`config.mk`:
```
export PLATFORM = sky130hd
export DESIGN_NAME = stream_find_replace
export DESIGN_NICKNAME = d
export VERILOG_FILES = /design/src/rtl/core/sfr_pkg.sv /design/src/rtl/core/sfr_cell.sv /design/src/rtl/core/sfr_window.sv /design/src/rtl/core/stream_find_replace.sv
export SDC_FILE = /design/constraint.sdc
export NUM_CORES = 1
export LEC_CHECK = 0
export BUFFER_PORTS_ARGS = -buffer_cell sky130_fd_sc_hd__buf_2
export CAP_MARGIN = 25
export CORE_MARGIN = 2
export CORE_UTILIZATION = 51
export DETAILED_ROUTE_END_ITERATION = 12
export PLACE_DENSITY_LB_ADDON = 0.3
export RECOVER_POWER = 50
export SLEW_MARGIN = 10
export SYNTH_ARGS = -nofsm -noshare
export SYNTH_HDL_FRONTEND = slang
export SYNTH_HIERARCHICAL = 1
export SYNTH_SLANG_ARGS = --single-unit
export TNS_END_PERCENT = 20
```
`constraint.sdc`:
```
create_clock -name i_clk -period 2.56 [get_ports i_clk]
set_clock_uncertainty 0.1 [all_clocks]
set_input_delay 0.128 -clock i_clk [delete_from_list [all_inputs] [get_ports i_clk]]
set_output_delay 0.128 -clock i_clk [all_outputs]
set_load 0.01 [all_outputs]
```
`src/rtl/core/sfr_pkg.sv`:
```
// Shared types and constants of the streaming find-and-replace block.
// No dependencies; every other RTL file but the macro header imports this package.
package sfr_pkg;

    localparam int BYTE_W     = 8;
    localparam int CFG_IDX_W  = 2;
    localparam int CFG_DATA_W = 64;
    localparam int CFG_LEN_W  = 4;

    // Configuration register indexes.
    typedef enum logic [CFG_IDX_W-1:0] {
        CFG_PATTERN_BYTES      = 2'd0,
        CFG_PATTERN_LENGTH     = 2'd1,
        CFG_REPLACEMENT_BYTES  = 2'd2,
        CFG_REPLACEMENT_LENGTH = 2'd3
    } t_cfg_idx;

    // Sequencer states, one-hot.
    typedef enum logic [3:0] {
        ST_IDLE  = 4'b0001,
        ST_SCAN  = 4'b0010,
        ST_REPL  = 4'b0100,
        ST_DRAIN = 4'b1000
    } t_state;

    // Control from the sequencer to the row of window cells.
    typedef struct packed {
        logic load;
        logic shift;
    } t_win_ctrl;

endpackage

```
`src/rtl/core/sfr_cell.sv`:
```
// One window cell: holds one text byte and compares it with its pattern byte.
// Depends on sfr_pkg.
module sfr_cell (
    input  logic                       i_clk,
    input  logic                       i_load,
    input  logic                       i_shift,
    input  logic [sfr_pkg::BYTE_W-1:0] i_new_byte,
    input  logic [sfr_pkg::BYTE_W-1:0] i_neighbor,
    input  logic [sfr_pkg::BYTE_W-1:0] i_pat_byte,
    output logic [sfr_pkg::BYTE_W-1:0] o_byte,
    output logic                       o_eq_cur,
    output logic                       o_eq_nxt
);
    import sfr_pkg::*;

    logic [BYTE_W-1:0] r_byte;
    logic [BYTE_W-1:0] n_byte;

    // A new byte lands here, or the byte of the right-hand neighbor moves in.
    always_comb begin
        n_byte = r_byte;
        if (i_load) begin
            n_byte = i_new_byte;
        end else if (i_shift) begin
            n_byte = i_neighbor;
        end
    end

    always_ff @(posedge i_clk) begin
        r_byte <= n_byte;
    end

    // Compare the current byte, and the byte that a shift would bring in.
    assign o_byte   = r_byte;
    assign o_eq_cur = (r_byte == i_pat_byte);
    assign o_eq_nxt = (i_neighbor == i_pat_byte);

endmodule

```
`src/rtl/core/sfr_window.sv`:
```
// Row of window cells holding the unsent text, front byte in cell zero.
// Depends on sfr_pkg and sfr_cell.
module sfr_window #(
    parameter int CELLS = 8,
    parameter int LW    = 4
) (
    input  logic                              i_clk,
    input  sfr_pkg::t_win_ctrl                i_ctrl,
    input  logic [LW-1:0]                     i_load_pos,
    input  logic [sfr_pkg::BYTE_W-1:0]        i_new_byte,
    input  logic [CELLS*sfr_pkg::BYTE_W-1:0]  i_pattern,
    output logic [sfr_pkg::BYTE_W-1:0]        o_front,
    output logic [CELLS-1:0]                  o_eq_cur,
    output logic [CELLS-1:0]                  o_eq_nxt
);
    import sfr_pkg::*;

    logic [BYTE_W-1:0] cell_byte [CELLS];
    logic [BYTE_W-1:0] neighbor  [CELLS];

    // Each cell takes the new byte when it is the first free one, and shifts left.
    for (genvar j = 0; j < CELLS; j++) begin : g_cell
        if (j == CELLS - 1) begin : g_end
            assign neighbor[j] = '0;
        end else begin : g_mid
            assign neighbor[j] = cell_byte[j+1];
        end

        sfr_cell u_cell (
            .i_clk      (i_clk),
            .i_load     (i_ctrl.load && (i_load_pos == LW'(j))),
            .i_shift    (i_ctrl.shift),
            .i_new_byte (i_new_byte),
            .i_neighbor (neighbor[j]),
            .i_pat_byte (i_pattern[j*BYTE_W +: BYTE_W]),
            .o_byte     (cell_byte[j]),
            .o_eq_cur   (o_eq_cur[j]),
            .o_eq_nxt   (o_eq_nxt[j])
        );
    end

    assign o_front = cell_byte[0];

endmodule

```
`src/rtl/core/stream_find_replace.sv`:
```
// Streaming find-and-replace, top level.
// Depends on sfr_pkg, sfr_window and sfr_cell.
//
// Usage:
//   Configuration writes arrive on the cfg channel (valid/ready, ready is
//   always high) and must only be issued while the block is idle.
//   Input transactions carry one text byte or a flush marker; each output
//   transaction carries one byte of the rewritten text, with o_run_last
//   marking the final result caused by an input.
//   A text byte moves the sequencer from idle to the scan state, and the
//   first released byte is then registered in the output register; a
//   replacement goes from scan to the replacement state, a flush of held
//   bytes to the drain state. A held byte, a deleted match and a flush with
//   nothing held release no output bytes.
//   The window sequencer handles one input at a time, emitting one byte per
//   cycle while not stalled, from the cell row front or the replacement text.
//   When the receiver stalls, the output register holds its transaction and
//   the sequencer waits; input is stalled until the current input is done.
//   Reset clears the configuration, the held count and the output valid flag.
//   Held window bytes are not cleared; they are never read before written.
module stream_find_replace #(
    parameter int PATTERN_MAX = 8,
    parameter int REPLACE_MAX = 8
) (
    input  logic                           i_clk,
    input  logic                           i_rst_n,
    input  logic                           i_cfg_valid,
    output logic                           o_cfg_ready,
    input  logic [sfr_pkg::CFG_IDX_W-1:0]  i_cfg_index,
    input  logic [sfr_pkg::CFG_DATA_W-1:0] i_cfg_data,
    input  logic                           i_in_valid,
    output logic                           o_in_stall,
    input  logic [sfr_pkg::BYTE_W-1:0]     i_text_byte,
    input  logic                           i_flush,
    output logic                           o_out_valid,
    input  logic                           i_out_stall,
    output logic [sfr_pkg::BYTE_W-1:0]     o_out_byte,
    output logic                           o_run_last
);
    import sfr_pkg::*;

    localparam int LW  = $clog2(PATTERN_MAX + 1);
    localparam int RLW = $clog2(REPLACE_MAX + 1);
    localparam int RIW = (REPLACE_MAX > 1) ? $clog2(REPLACE_MAX) : 1;
    localparam int PW  = PATTERN_MAX * BYTE_W;
    localparam int RW  = REPLACE_MAX * BYTE_W;

    // Configuration registers, lengths stored already clamped.
    logic [PW-1:0]  r_pat;
    logic [LW-1:0]  r_plen;
    logic [RW-1:0]  r_repl;
    logic [RLW-1:0] r_rlen;

    // Sequencer and output registers.
    t_state          r_state, n_state;
    logic [LW-1:0]   r_len, n_len;
    logic            r_first, n_first;
    logic [RIW-1:0]  r_ridx, n_ridx;
    logic            r_out_valid;
    logic [BYTE_W-1:0] r_out_byte;
    logic            r_out_last;

    t_win_ctrl         win_ctrl;
    logic [BYTE_W-1:0] front;
    logic [PATTERN_MAX-1:0] eq_cur;
    logic [PATTERN_MAX-1:0] eq_nxt;

    logic              accept;
    logic              can_emit;
    logic              pre_cur;
    logic              pre_nxt;
    logic              full_match;
    logic              hold;
    logic              emit;
    logic [BYTE_W-1:0] emit_byte;
    logic              emit_last;
    logic [BYTE_W-1:0] repl_byte;

    // Configuration writes are always taken.
    assign o_cfg_ready = 1'b1;

    always_ff @(posedge i_clk) begin
        if (!i_rst_n) begin
            r_pat  <= '0;
            r_plen <= '0;
            r_repl <= '0;
            r_rlen <= '0;
        end else if (i_cfg_valid) begin
            unique case (t_cfg_idx'(i_cfg_index))
                CFG_PATTERN_BYTES: begin
                    r_pat <= i_cfg_data[PW-1:0];
                end
                CFG_PATTERN_LENGTH: begin
                    r_plen <= (i_cfg_data[CFG_LEN_W-1:0] > CFG_LEN_W'(PATTERN_MAX))
                              ? LW'(PATTERN_MAX) : i_cfg_data[LW-1:0];
                end
                CFG_REPLACEMENT_BYTES: begin
                    r_repl <= i_cfg_data[RW-1:0];
                end
                CFG_REPLACEMENT_LENGTH: begin
                    r_rlen <= (i_cfg_data[CFG_LEN_W-1:0] > CFG_LEN_W'(REPLACE_MAX))
                              ? RLW'(REPLACE_MAX) : i_cfg_data[RLW-1:0];
                end
            endcase
        end
    end

    // Window of held bytes plus the newest byte.
    sfr_window #(
        .CELLS (PATTERN_MAX),
        .LW    (LW)
    ) u_window (
        .i_clk      (i_clk),
        .i_ctrl     (win_ctrl),
        .i_load_pos (r_len),
        .i_new_byte (i_text_byte),
        .i_pattern  (r_pat),
        .o_front    (front),
        .o_eq_cur   (eq_cur),
        .o_eq_nxt   (eq_nxt)
    );

    // Prefix checks of the window now and after one front byte drops out.
    always_comb begin
        pre_cur = 1'b1;
        pre_nxt = 1'b1;
        for (int j = 0; j < PATTERN_MAX; j++) begin
            if (j < int'(r_len) && !eq_cur[j]) begin
                pre_cur = 1'b0;
            end
            if (j + 1 < int'(r_len) && !eq_nxt[j]) begin
                pre_nxt = 1'b0;
            end
        end
    end

    assign accept     = i_in_valid && !o_in_stall;
    assign o_in_stall = (r_state != ST_IDLE);
    assign can_emit   = !r_out_valid || !i_out_stall;
    assign full_match = r_first && (r_len == r_plen) && pre_cur;
    assign hold       = (r_len < r_plen) && pre_cur;
    assign repl_byte  = r_repl[{r_ridx, 3'b000} +: BYTE_W];

    // Sequencer: load, scan the window, emit replacement or drain on flush.
    always_comb begin
        n_state   = r_state;
        n_len     = r_len;
        n_first   = r_first;
        n_ridx    = r_ridx;
        win_ctrl  = '0;
        emit      = 1'b0;
        emit_byte = front;
        emit_last = 1'b0;
        unique case (r_state)
            ST_IDLE: begin
                if (accept) begin
                    if (i_flush) begin
                        n_state = (r_len == '0) ? ST_IDLE : ST_DRAIN;
                    end else begin
                        win_ctrl.load = 1'b1;
                        n_len         = r_len + LW'(1);
                        n_first       = 1'b1;
                        n_state       = ST_SCAN;
                    end
                end
            end
            ST_SCAN: begin
                priority if (full_match) begin
                    n_len   = '0;
                    n_ridx  = '0;
                    n_state = (r_rlen == '0) ? ST_IDLE : ST_REPL;
                end else if (hold) begin
                    n_state = ST_IDLE;
                end else if (can_emit) begin
                    emit           = 1'b1;
                    emit_last      = (r_len == LW'(1)) ||
                                     (((r_len - LW'(1)) < r_plen) && pre_nxt);
                    win_ctrl.shift = 1'b1;
                    n_len          = r_len - LW'(1);
                    n_first        = 1'b0;
                    if (emit_last) begin
                        n_state = ST_IDLE;
                    end
                end
            end
            ST_REPL: begin
                if (can_emit) begin
                    emit      = 1'b1;
                    emit_byte = repl_byte;
                    emit_last = (RLW'(r_ridx) == (r_rlen - RLW'(1)));
                    n_ridx    = r_ridx + RIW'(1);
                    if (emit_last) begin
                        n_state = ST_IDLE;
                    end
                end
            end
            ST_DRAIN: begin
                if (can_emit) begin
                    emit           = 1'b1;
                    emit_last      = (r_len == LW'(1));
                    win_ctrl.shift = 1'b1;
                    n_len          = r_len - LW'(1);
                    if (emit_last) begin
                        n_state = ST_IDLE;
                    end
                end
            end
            default: begin
                n_state = ST_IDLE;
            end
        endcase
    end

    always_ff @(posedge i_clk) begin
        if (!i_rst_n) begin
            r_state <= ST_IDLE;
            r_len   <= '0;
            r_first <= 1'b0;
            r_ridx  <= '0;
        end else begin
            r_state <= n_state;
            r_len   <= n_len;
            r_first <= n_first;
            r_ridx  <= n_ridx;
        end
    end

    // Output register: holds a transaction until the receiver takes it.
    always_ff @(posedge i_clk) begin
        if (!i_rst_n) begin
            r_out_valid <= 1'b0;
        end else if (emit) begin
            r_out_valid <= 1'b1;
        end else if (!i_out_stall) begin
            r_out_valid <= 1'b0;
        end
    end

    always_ff @(posedge i_clk) begin
        if (emit) begin
            r_out_byte <= emit_byte;
            r_out_last <= emit_last;
        end
    end

    assign o_out_valid = r_out_valid;
    assign o_out_byte  = r_out_byte;
    assign o_run_last  = r_out_last;

endmodule

```
==> out/metrics.cfg, run 1 <==
[grt]
grt_usage_pct = 28.3
grt_max_degree = 90
grt_overflow = 0
antenna_found_initial = 0
grt_pass1_wl_microns = 53200
grt_pass1_vias = 9717

[timing]
period_minus_slack_ps = 2710
fmax_mhz = 370
rsz0062_at_grt = yes
slew_violations = 90
hold_viol = 0
worst_pin_slew_ps = 1590
period_share_pct = 106
setup_ws_ps = -146
setup_tns_ps = -4030
relSlewSlack_pct = -6.04
hold_slack_ps = 17.6
finalSetupViolations = 92

[cells_and_area]
fin_nets = 1584
stdcell_count = 1794
areaGrowthSynthToFinish_pct = 31.1
drive_gt1_share_pct = 28.8
final_area_sq_um = 15500
antenna_cells = 0

[placement]
place_inst = 1676
place_ws_ps = -389
place_area_sq_um = 13700
port_buffers = 90
dp_hpwl_microns = 24600
gp_congestion = 0.906

[worst_setup_path]
cp_slowest_stage_delay_ps = 410
slowest_stage = edfxtp_1
cp_cell_sequence = buf_4, xnor2_1, nand4_1, nor2_2, inv_1, a211o_1, a22o_1, o31ai_2, buf_4, a21boi_2, nor2_2, mux2i_1
cp.required_ps = 2910
timing.critical_path.buf_inv = 3
reg2reg_to = r_state[3]
r2r-start = u_window/g_cell[2].u_cell/o_byte[2]
cp-start-kind = flip-flop
cp_max_fo = 3
critical_path_class = reg2reg
r2r_slack_ps = -150
cp-end-kind = flip-flop
critPathTopFamily = compound AO/OA/AOI/OAI gates
worstPathArrival_ps = 3050
r2r_cells = 12

[die]
core_area_sq_um = 22700
rows = 55
pin_count = 92
die_area_sq_um = 24400
die_h_microns = 156
start_util_pct = 52.0
die_w_microns = 156

[drt]
vias = 9782
ant_nets = 0
route.final.wire_length_microns = 34300
dr.first_iter.drc_count = 824
wl_per_cell_microns = 19.1
drc = 0
viasPerCell = 5.45
dr.pass1.iters = 5

[power_and_ir_drop]
p_leak_nw = 5.82
vdd_ir_drop_max_uv = 430
p_per_area_nw_per_um2 = 598

[cts]
h-tree-depth = 1
clock_path_buffers = 3
clockRootBuffer = clkbuf_16
path_clk_slew_ps = 70
clock-sinks = 222
cts_buffers = 25
cts_tree = done
insertion_delay_ps = 530

[worst_hold_path]
hold_depth = 2
worstHoldPathType = in2reg
hold_path_end = u_window/g_cell[0].u_cell/o_byte[2]
worst_hold_startpoint = i_text_byte[2]

[yosys]
synth_area_leader_cell = dfxtp_1
ys_async_sr_fraction_pct = 0
seq_area_frac_synth_pct = 43.8
yosys_warnings = 6
syn-instance-count = 1181
synth_edf_count = 73
synth_cell_type_count = 68
synthFlopType = dfxtp_1
ys_ff_latch = 222
synth_area_leaders = dfxtp_1 (25%), edfxtp_1 (19%), xnor2_1 (9.6%)
synth_area_per_cell_sq_um = 10.0
syn_area_sq_um = 11800
synth_top_area_share_pct = 25.3

[status]
failed_checks = max-capacitance violations, max-slew violations, negative setup slack
status = finished with violations

[flow_run]
drv_cap = 1

[worst max path at each step]
stage / from / to / slack [ps] / cells past startpoint
final: u_window/g_cell[2].u_cell/o_byte[2] / r_state[3] / -150 / 12
after global routing: u_window/g_cell[2].u_cell/o_byte[2] / r_state[3] / -230 / 12
after CTS: u_window/g_cell[2].u_cell/o_byte[6] / r_state[3] / -30 / 12
after detailed placement: u_window/g_cell[7].u_cell/o_byte[0] / u_window/g_cell[5].u_cell/o_byte[0] / -390 / 9
after global placement: u_window/g_cell[7].u_cell/o_byte[5] / u_window/g_cell[7].u_cell/o_byte[0] / -310 / 9
after floorplan: r_state[1] / u_window/g_cell[1].u_cell/o_byte[0] / -110 / 10
[routing by layer]
layer | wire (microns) | GRT usage [%]
met4 | 1090 | 9.00
met2 | 16500 | 48.1
met1 | 14600 | 37.7
met3 | 2030 | 3.53
met5 | 0 | 0
[stage by stage]
stage	utilization (%)	power, mW
6_report	68.2	9.26
5_1_grt	68.2	9.58
4_1_cts	67.9	9.25
3_5_place_dp	60.3	5.36
3_3_place_gp	60.3	5.33
2_1_floorplan	-	4.79
[worst reg2reg max path, cell delays in order, from the launching register on]
cell and delay (ps):
edfxtp_1 410, buf_4 170, xnor2_1 210, nand4_1 140, nor2_2 190, inv_1 60
a211o_1 250, a22o_1 190, o31ai_2 280, buf_4 180, a21boi_2 60, nor2_2 160
mux2i_1 210
[cells in the mapped netlist (11+ instances only)]
library cell    n
o21ai_0        18
dfxtp_1       149
a21boi_0      132
ha_1           14
nand4_1        34
mux2_4         64
xnor2_1       130
nor2b_1        17
nor2_1         37
edfxtp_1       73
mux2i_1        17
inv_1          11
mux4_2         16
a21oi_1        13
clkbuf_1       51
nand2_1       287
[flip-flops by register name, summed over array words and instances, names as in the netlist, 4 cells and up]
| signal | flops |
|---|---|
| r_state | 4 |
| r_pat | 64 |
| r_repl | 64 |
| u_window/g_cell.u_cell/o_byte | 64 |
| r_plen | 4 |
| r_len | 4 |
| o_out_byte | 8 |
| r_rlen | 4 |
[power breakdown]
| group | switching [mW] | internal, mW | total [mW] | leakage (nW) |
|---|---|---|---|---|
| combinational | 0.764 | 0.795 | 1.56 | 3.53 |
| clock | 1.48 | 2.30 | 3.78 | 0.420 |
| sequential | 0.110 | 3.81 | 3.92 | 1.87 |
[final cells by class]
cell class,instances,area [sq um]
Inverter,12,45.0
Fill cell,1713,7230
Tap cell,285,357
Multi-Input combinational cell,895,6530
Sequential cell,222,5180
Clock inverter,13,180
Clock buffer,33,687
Timing Repair Buffer,334,2500
[logic make-up (layout without fill, tap and decap cells)]
group | count (synthesis) | in the layout | synth area share, %
buffers and inverters | 79 | 392 | 3.22
other | 2 | 17 | 0.0636
flip-flops | 222 | 222 | 43.8
XOR/XNOR | 134 | 134 | 9.94
AO/OA/AOI/OAI | 203 | 203 | 12.6
adder cells (fa/ha/maj) | 14 | 14 | 1.48
AND/OR/NAND/NOR | 430 | 430 | 16.3
multiplexers | 97 | 97 | 12.6
[cells in the final DEF (no fill, tap or decap), types with 17 or more instances in the layout]
cell type	n
nand2_1	287
buf_4	163
dfxtp_1	147
a21boi_0	132
xnor2_1	120
buf_2	80
edfxtp_1	73
dlygate4sd3_1	67
mux2_4	64
nand4_1	34
clkbuf_16	26
nor2_1	24
nor2b_1	17
mux2i_1	17
conb_1	17
[repair_timing]
item / in CTS / in global routing
buffers inserted: 3 / 1
endpoints found under the hold margin: 136 / 0
cloned: 1 / 1
pin swaps: 23 / 9
hold buffers: 67 / 0
resized for setup: 42 / 17
endpoints found under the setup margin: 121 / 117
(Power assumes the default switching activity.)
==> inputs of run 2 (changes only) <==
--- a/config.mk
+++ b/config.mk
@@ -5,6 +5,7 @@
 export SDC_FILE = /design/constraint.sdc
 export NUM_CORES = 1
 export LEC_CHECK = 0
+export ABC_AREA = 1
 export BUFFER_PORTS_ARGS = -buffer_cell sky130_fd_sc_hd__buf_2
 export CAP_MARGIN = 25
 export CORE_MARGIN = 2
==> run 2 against run 1 <==
Compared with the run above: synthesized cell count increased by 60%; area after synthesis is 3.8% higher; largest cell class unchanged; die area up 3.7%; utilization shrank 1.2 points; power rose by 23%; the flow now finishes without violations; flip-flop and latch count unchanged; first-iteration DRC count is 70% higher; design area rose by 1.9%; critical endpoint is now u_window/g_cell[4].u_cell/o_byte[7].
==> out/metrics.cfg, run 2 <==
[cells_and_area]
final_cell_mix = nand2_1 (579), inv_1 (317), o21ai_0 (244)
areaGrowthSynthToFinish_pct = 28.6
stdcell_count = 2522
layout_commonest_cell = nand2_1
final_area_sq_um = 15800
fin_nets = 2279
antenna_cells = 0
drive_gt1_share_pct = 14.1

[timing]
finalSetupViolations = 0
setup_tns_ps = 0
rsz0062_at_grt = yes
worst_pin_slew_ps = 951
relSlewSlack_pct = 36.6
setup_ws_ps = 38.4
period_minus_slack_ps = 2520
period_share_pct = 98.5
hold_slack_ps = 26.5
hold_viol = 0
fmax_mhz = 397
slew_violations = 0

[drt]
ant_nets = 0
vias = 13000
dr.pass1.iters = 6
drc = 0
dr.first_iter.drc_count = 1399
route.final.wire_length_microns = 39700
wl_per_cell_microns = 15.7
viasPerCell = 5.13

[grt]
grt_pass1_vias = 11900
antenna_found_initial = 0
grt_pass1_wl_microns = 62200
grt_max_degree = 79
grt_overflow = 0
grt_usage_pct = 30.6

[worst_setup_path]
slowest_stage = edfxtp_1
r2r-start = u_window/g_cell[0].u_cell/o_byte[2]
timing.critical_path.buf_inv = 3
critPathTopFamily = simple AND/OR/NAND/NOR gates
worstPathArrival_ps = 2690
cp_max_fo = 8
cp_cell_sequence = nand2_1, nand2_1, nor2_1, nand2_1, nor2_1, inv_1, nand2_1, nand2_1, nor2_4, nand2_1, nor2_2, inv_2, nand4_1, o21ai_2, buf_6, or2_4
critical_path.most_common_cell = nand2_1
critical_path_class = reg2reg
cp.required_ps = 2730
cp-end-kind = flip-flop
cp-start-kind = flip-flop
cp_slowest_stage_delay_ps = 430
startpoint = u_window/g_cell[0].u_cell/o_byte[2]

[yosys]
synth_area_leaders = dfxtp_1 (24%), edfxtp_1 (18%), nand2_1 (18%)
synth_edf_count = 73
synthTopCellsByCount = nand2_1 (583), inv_1 (317), o21ai_0 (245), nor2_1 (239), dfxtp_1 (149)
synthFlopType = dfxtp_1
seq_area_frac_synth_pct = 42.2
ys_ff_latch = 222
synth.most_common_cell = nand2_1
syn_area_sq_um = 12300
synth_area_per_cell_sq_um = 6.48
synth_cell_type_count = 33
synth_area_leader_cell = dfxtp_1
syn-instance-count = 1892
ys_async_sr_fraction_pct = 0
yosys_warnings = 6
synth_top_area_share_pct = 24.3

[cts]
h-tree-depth = 1
path_clk_slew_ps = 60
clock-sinks = 222
clockRootBuffer = clkbuf_16
insertion_delay_ps = 530
clock_path_buffers = 3
cts_tree = done
cts_buffers = 24

[placement]
port_buffers = 90
place_ws_ps = -167
place_area_sq_um = 13900
gp_congestion = 0.974
place_inst = 2385
dp_hpwl_microns = 28000

[die]
start_util_pct = 52.1
core_area_sq_um = 23500
rows = 56
die_area_sq_um = 25300
die_h_microns = 159
pin_count = 92
die_w_microns = 159

[power_and_ir_drop]
p_leak_nw = 7.43
vdd_ir_drop_max_uv = 518
p_per_area_nw_per_um2 = 725

[worst_hold_path]
worstHoldPathType = in2reg
worst_hold_startpoint = i_text_byte[6]

[flow_run]
drv_cap = 0

[status]
status = finished clean

run 2: changes by cell type after synthesis, sizes merged, moves of 8 or more:
cell | previous run | this run
mux2i | 17 | 0
nand3 | 10 | 43
xnor2 | 130 | 2
nor2 | 39 | 244
a21oi | 13 | 117
a21boi | 134 | 1
nor2b | 17 | 0
inv | 12 | 319
mux2 | 64 | 0
mux4 | 16 | 0
o21ai | 20 | 247
nand2b | 8 | 0
nand2 | 288 | 586
nand4 | 34 | 5
run 2: logic make-up (layout without fill, tap and decap cells):
group	count (synthesis)	in the layout	synth area share [%]
flops	222	222	42.2
fa+ha+maj	14	14	1.43
other cells	2	17	0.0612
compound gates	372	372	15.4
xor+xnor	6	6	0.429
simple gates	890	890	28.4
buf+inv	386	682	12.1
run 2: area by class of cell:
type	count	area [sq um]
Clock buffer	31	719
Multi-Input combinational cell	1299	5740
Inverter	320	1200
Clock inverter	13	159
Sequential cell	222	5190
Tap cell	319	399
Fill cell	2037	7770
Timing Repair Buffer	318	2360
run 2: where the power goes:
group	total [mW]	switching (mW)	internal, mW
Sequential	4.38	0.272	4.11
Combinational	3.26	1.95	1.30
Clock	3.79	1.50	2.29
Total	11.4	3.73	7.70
run 2: worst min-delay path, stage by stage:
cell,delay [ps]
buf_2,270
nand2_1,80
o21ai_0,60
run 2: per-stage QoR:
stage,utilization (%),power (mW)
floorplan,-,6.19
global placement,59.2,7.31
detailed placement,59.2,7.37
CTS,66.8,11.3
global route,67.0,12.0
finish,67.0,11.4
run 2: worst paths after layout:
path,to,slack [ps],cells past startpoint
setup / recovery,u_window/g_cell[4].u_cell/o_byte[7],40,16
hold / removal,u_window/g_cell[2].u_cell/o_byte[6],30,3
hold reg to reg,r_repl[24],340,2
setup reg to reg,u_window/g_cell[4].u_cell/o_byte[7],40,16
run 2: timing repair:
action | in CTS | in global routing
hold buffers | 81 | 0
setup endpoints to repair | 64 | 84
resized for setup | 15 | 22
pin swaps | 5 | 11
setup buffers | 7 | 7
endpoints found under the hold margin | 143 | 0
run 2: layer usage:
metal | global-route usage [%] | up-vias | wire, microns
met1 | 42.8 | 5862 | 17300
met2 | 49.3 | 581 | 17900
met5 | 0 | - | 0
met4 | 10.7 | 0 | 1390
met3 | 3.33 | 85 | 3160
li1 | - | 6422 | -
